### config.mk
export PLATFORM = sky130hd
export DESIGN_NAME = aclf_ctrl
export DESIGN_NICKNAME = d
export VERILOG_FILES = /design/src/hdl/aclf_pkg.sv /design/src/hdl/aclf_ctrl.sv
export SDC_FILE = /design/constraint.sdc
export NUM_CORES = 1
export LEC_CHECK = 0
export ABC_AREA = 1
export BUFFER_PORTS_ARGS = -buffer_cell sky130_fd_sc_hd__buf_2
export CAP_MARGIN = 15
export CELL_PAD_IN_SITES_DETAIL_PLACEMENT = 0
export CELL_PAD_IN_SITES_GLOBAL_PLACEMENT = 1
export CORE_AREA = 3 3 40 42
export DETAILED_ROUTE_END_ITERATION = 8
export DIE_AREA = 0 0 43 45
export PLACE_DENSITY = 0.67
export RECOVER_POWER = 50
export SETUP_SLACK_MARGIN = 0.02
export SLEW_MARGIN = 20
export SYNTH_ARGS = -nofsm -noshare
export SYNTH_HDL_FRONTEND = slang
export SYNTH_SLANG_ARGS = --single-unit
### constraint.sdc
create_clock -name clk -period 1.3 [get_ports clk]
set_clock_uncertainty 0.1 [all_clocks]
set_input_delay 0.065 -clock clk [delete_from_list [all_inputs] [get_ports clk]]
set_output_delay 0.065 -clock clk [all_outputs]
set_load 0.01 [all_outputs]
### src/hdl/aclf_pkg.sv
// Shared types and constants for the five-tuple ACL filter.
// Used by the controller, datapath and top level.
package aclf_pkg;

  localparam int unsigned RULES_DEF = 64;
  localparam int unsigned SLOT_W    = 6;
  localparam int unsigned SLOT_SPAN = 1 << SLOT_W;
  localparam int unsigned ENTRY_W   = 104;

  localparam logic [15:0] WILDCARD_PORT  = 16'h0000;
  localparam logic [6:0]  COUNT_MAX      = 7'd127;
  localparam logic [7:0]  ETH_HDR_BYTES  = 8'd14;
  localparam logic [7:0]  MIN_IP_FRAME   = 8'd34;
  localparam logic [7:0]  TCP_NEED       = 8'd20;
  localparam logic [7:0]  UDP_NEED       = 8'd8;
  localparam logic [7:0]  PROTO_TCP      = 8'd6;
  localparam logic [7:0]  PROTO_UDP      = 8'd17;
  localparam logic [15:0] ETHERTYPE_IPV4 = 16'h0800;

  localparam logic KIND_BYTE = 1'b0;
  localparam logic KIND_RULE = 1'b1;

  typedef enum logic [1:0] {
    ST_IDLE,
    ST_SCAN,
    ST_TAIL,
    ST_EMIT
  } aclf_state_t;

  typedef struct packed {
    logic byte_en;
    logic last_en;
    logic rule_wr;
    logic scan_rd;
    logic emit;
  } aclf_cmd_t;

  typedef struct packed {
    logic checked;
    logic scan_last;
    logic out_free;
  } aclf_sts_t;

endpackage

### src/hdl/aclf_ctrl.sv
// Controller for the ACL filter: accepts words, sequences the table scan
// and the result hand-off. Depends on aclf_pkg.
module aclf_ctrl import aclf_pkg::*; (
  input  logic      clk,
  input  logic      rst_n,
  input  logic      in_valid,
  input  logic      in_kind,
  input  logic      in_pkt_last,
  output logic      in_ready,
  input  aclf_sts_t sts,
  output aclf_cmd_t cmd
);

  aclf_state_t state_r, state_nxt;
  logic        accept;

  // Input is open only while idle
  assign accept = in_valid && (state_r == ST_IDLE);

  // Next state
  always_comb begin
    state_nxt = state_r;
    case (state_r)
      ST_IDLE: begin
        if (accept && (in_kind == KIND_BYTE) && in_pkt_last) begin
          state_nxt = sts.checked ? ST_SCAN : ST_EMIT;
        end
      end
      ST_SCAN: begin
        if (sts.scan_last) begin
          state_nxt = ST_TAIL;
        end
      end
      ST_TAIL: state_nxt = ST_EMIT;
      ST_EMIT: begin
        if (sts.out_free) begin
          state_nxt = ST_IDLE;
        end
      end
      default: state_nxt = ST_IDLE;
    endcase
  end

  // Outputs
  always_comb begin
    in_ready    = 1'b0;
    cmd.scan_rd = 1'b0;
    cmd.emit    = 1'b0;
    case (state_r)
      ST_IDLE: in_ready    = 1'b1;
      ST_SCAN: cmd.scan_rd = 1'b1;
      ST_TAIL: cmd.scan_rd = 1'b0;
      ST_EMIT: cmd.emit    = sts.out_free;
      default: in_ready    = 1'b0;
    endcase
    cmd.byte_en = accept && (in_kind == KIND_BYTE);
    cmd.last_en = accept && (in_kind == KIND_BYTE) && in_pkt_last;
    cmd.rule_wr = accept && (in_kind == KIND_RULE);
  end

  // State register
  always_ff @(posedge clk) begin
    if (!rst_n) begin
      state_r <= ST_IDLE;
    end else begin
      state_r <= state_nxt;
    end
  end

endmodule

Word-level counts from Yosys, hierarchy flattened
Index checks and enable logic that the tools add are counted.
- register bits after elaboration: 2
- bits in latches: 0
- memory bits (writable): 0
- ROM bits: 0
- output and inout bits: 6
- logic and storage cells: 22
- memories: 0
- $add $sub $neg: 0
- $mul: 0
- div/mod/pow operators: 0
- order comparisons: 0
- equality and inequality tests: 6
- shift-type cells: 0
- muxes and demuxes: 8
- bitwise logic cells: 1
- reductions and logical operators: 6
- operators with widths (kind ; number):
    2-to-1 mux 2 bit ; 4
    case mux 2 bit (4 select lines) ; 1
    != test 2 bit (second input constant) ; 3
    equality test 2 bit (second input constant) ; 2
    logical AND 1 bit ; 4
    2-to-1 mux 1 bit ; 3
    AND reduction 3 bit ; 1
    equality test 2 x 1 -> 1 bit (second input constant) ; 1
    zero test 2 bit ; 1
    NOT 1 bit ; 1

Logic depth before layout (Yosys ltp)
- depth in word-level cells: 6
- mapped depth: 9
- depth with buffers taken out: 9

Least setup slack after synthesis
OpenSTA, ideal clock, no wires.
- kind: register to register
- start: register state_r[0]
- end: register state_r[0]
- setup time: 115 ps
- arrival time: 1071 ps
- required time: 1085 ps
- setup slack: 14 ps
- stages on the path, launching flop included: 7
- path buffers: 0
- period minus slack after synthesis: 1286 ps
- cells stage by stage: dfxtp_1 inv_1 ha_1 nand4_1 nand2_1 a21oi_1 nor2_1
- cells in the longest elaborated chain, start to end: 6
- RTL lines (what ; RTL line ; text):
    from (decl) ; aclf_ctrl.sv:14 ; aclf_state_t state_r, state_nxt;
    from (signal assigned) ; aclf_ctrl.sv:66 ; state_r <= state_nxt;
    zero test 2 bit ; aclf_ctrl.sv:18, aclf_ctrl.sv:23 ;
    logical AND 1 bit ; aclf_ctrl.sv:18 ; assign accept = in_valid && (state_r == ST_IDLE);
    logical AND 1 bit (2 in series) ; aclf_ctrl.sv:25 ; if (accept && (in_kind == KIND_BYTE) && in_pkt_last) begin
    != test 2 bit (no line) ; -- ;
    AND reduction 3 bit (no line) ; -- ;
Parallel ways exist; a longest one is shown, timed or not.
A chain may end at the register's enable or synchronous reset.

Final worst setup path
- start: register state_r[1]
- end: register state_r[1]
Same word-level chain as after synthesis.

==> qor.yml <==
synthXorXnorAreaFrac_pct: 0
reg2reg_slack_ps: 30
worst_slew_pin_slew_ps: 149
drt-total-wl_um: 634
viasPerCell: 4.03
internal_power_mw: 0.510
synth_area_per_cell_um2: 6.00
core.rowCount: 13
nFillCells: 144
yosysTopAreaCell: "ha_1"
clkPwrFrac_pct: 15.1
multi_input_area_um2: 179
hold_start: "sts[1]"
start_util_pct: 18.2
synth-simple-area-share_pct: 28.9
reg2reg_depth: 9
max_clock_freq_mhz: 787
regMostFlops: "state_r"
syn_area_um2: 234
ir_drop_uv: 954
cp_num_buf_inv: 3
grt_pass1_wl_um: 1090
layout-drive-gt1-share_pct: 55.7
ys_ff_latch: 2
drt-initial-drc-count: 3
min_to: "state_r[1]"
core-area_mm2: 0.00128
fp.dieH_um: 45
synth_compound_area_share_pct: 6.42
dpl_cell_area_um2: 343
rsz0062_at_grt: "true"
cp_data_arrival_time_ps: 1280
antenna_cells: 0
drt_drc_violations_left: 0
synth_fa_ha_area_share_pct: 26.7
timing.slew.headroom_pct: 90.1
fin_nets: 76
final-seq-area_um2: 42.5
hpwl_um: 454
io_buffers: 13
start_kind: "flop"
min_period_over_period_pct: 97.8
power_density_mw_per_mm2: 2080
slew_violations: 0
die_area_mm2: 0.00194
power_switching_mw: 0.395
crit_required_ps: 1310
root_buffer: "clkbuf_4"
yosysSeqAreaShare_pct: 17.1
wire_per_inst_um: 8.34
path_delay_family: "flip-flops"
rr_startpoint: "state_r[1]"
grt_antenna_before_repair: 0
path_cells: "inv_4, buf_4, ha_1, nand2_1, nand2_1, inv_1, nand3_1, nand2_1, nor2_1"
run_status: "finished clean"
grt_overflow: 0
num_vias: 306
synth.distinct_cells: 10
hold_ws_ps: 151
dr.pass1.iters: 4
cts_made_buffers: 3
clk_latency_ps: 220
reg_top3: "state_r x2"
ctsLongestPathBuffers: 2
area_delta_synth_final_pct: 86.1
numClockSinks: 2
synth_top_family_by_area: "simple AND/OR/NAND/NOR gates"
largest_reg_flops: 2
yosysTopAreaCellShare_pct: 26.7
crit_fanout: 3
fin_tns_setup_ps: 0
place_inst: 70
synth_area_leaders: "ha_1, inv_1, dfxtp_1"
min_period_ps: 1270
final_cells: 76
critical-path-max-stage-delay_ps: 340
timing.rr.end: "state_r[1]"
cts.clk_slew.worst_paths_ps: 30
hp-class: "input pin to flop"
io_pins: 14
htree_levels: 1
ys_warn_count: 0
p_comb_share_pct: 70.6
hold_viol: 0
grt_pass1_vias: 302
place_congestion: 0.719
synth_nets: 52
setup.worst_path.end_class: "flop"
leakagePower_nw: 0.261
die_w_um: 43
cts_tree: "done"
grt_use_total_pct: 7.72
finalSetupViolCount: 0
p_seq_share_pct: 14.3
p_total_mw: 0.905
swShare_pct: 43.7
ant_nets: 0
synth.mux.area_fraction_pct: 0
crit_slowest_cell: "dfxtp_2"
drv_cap: 0
synthCells: 39
criticalPathCategory: "flop to flop"
cpMostUsedCell: "nand2_1"
hold_depth: 5
grt_max_degree: 5
fin_area_um2: 435
## cell families after synthesis
logic type | Yosys count
AOI/OAI and AO/OA | 3
DFF | 2
adders and majority gates | 5
buffers and inverters | 13
and+or+nand+nor | 16
## repair_timing
item,CTS,global route
pin swaps,4,2
resized for setup,8,9
cloned,0,0
setup buffers,3,0
endpoints found under the hold margin,2,0
setup endpoints to repair,5,6
hold buffers,1,0
## synth_stat cells
cell type and n:
nand4_1 1, nor2_1 3, nand3_1 2, nor3_1 2, inv_1 13, dfxtp_1 2
ha_1 5, nand2_1 8, a21oi_1 2, o21ai_1 1
## cells in the final DEF (no fill, tap or decap)
cell           instances
a21oi_1                2
buf_2                 13
buf_4                  4
buf_6                  1
clkbuf_4               3
dfxtp_2                2
dlygate4sd3_1          1
ha_1                   2
ha_2                   2
ha_4                   1
inv_1                  9
inv_2                  1
inv_4                  3
nand2_1                7
nand2_2                1
nand3_1                2
nand4_1                1
nor2_1                 3
nor3_2                 2
o21ai_2                1
## power by group through the flow
stage / registers, mW / clock network, mW / logic [mW]
6_report: 0.130 / 0.136 / 0.639
5_1_grt: 0.131 / 0.159 / 0.719
4_1_cts: 0.116 / 0.145 / 0.598
3_5_place_dp: 0.118 / 0 / 0.477
3_3_place_gp: 0.115 / 0 / 0.478
2_1_floorplan: 0.114 / 0 / 0.319
## final cells by class
cell class / instances / area share [%]
flip-flops and latches: 2 / 9.77
repair buffers: 19 / 26.7
well taps: 15 / 4.31
clock buffers: 3 / 5.17
inverters: 13 / 12.9
multi-input cells: 24 / 41.1
## worst min-delay path, stage by stage
cell	delay, ps
buf_2	90
o21ai_2	60
inv_2	70
a21oi_1	70
nor2_1	90
## worst max-delay path by stage
stage / from / end / slack (ps) / cells after the start
final: state_r[1] / state_r[1] / 30 / 9
after global routing: state_r[0] / cmd[4] / -30 / 5
after CTS: state_r[1] / state_r[1] / 20 / 9
after detailed placement: state_r[0] / state_r[0] / -20 / 6
after global placement: state_r[0] / state_r[0] / -5 / 6
after floorplan: state_r[1] / state_r[0] / 70 / 7
## per-layer routing
layer  vias to the layer above  GRT usage, %  share of wire [%]
met5                         -             0                  0
met4                         0          7.23                  0
met3                         0          2.39                8.8
met2                        11          12.3                 50
met1                       136          8.11                 41
li1                        159             -                  -
## stage by stage
step | setup slack (ps) | util, %
2_1_floorplan | 69.3 | -
3_3_place_gp | -4.78 | 26.7
3_5_place_dp | -22.8 | 26.7
4_1_cts | 24.1 | 31.9
5_1_grt | -30.1 | 33.9
6_report | 29.2 | 33.9
Power figures use the tool's default switching activity.
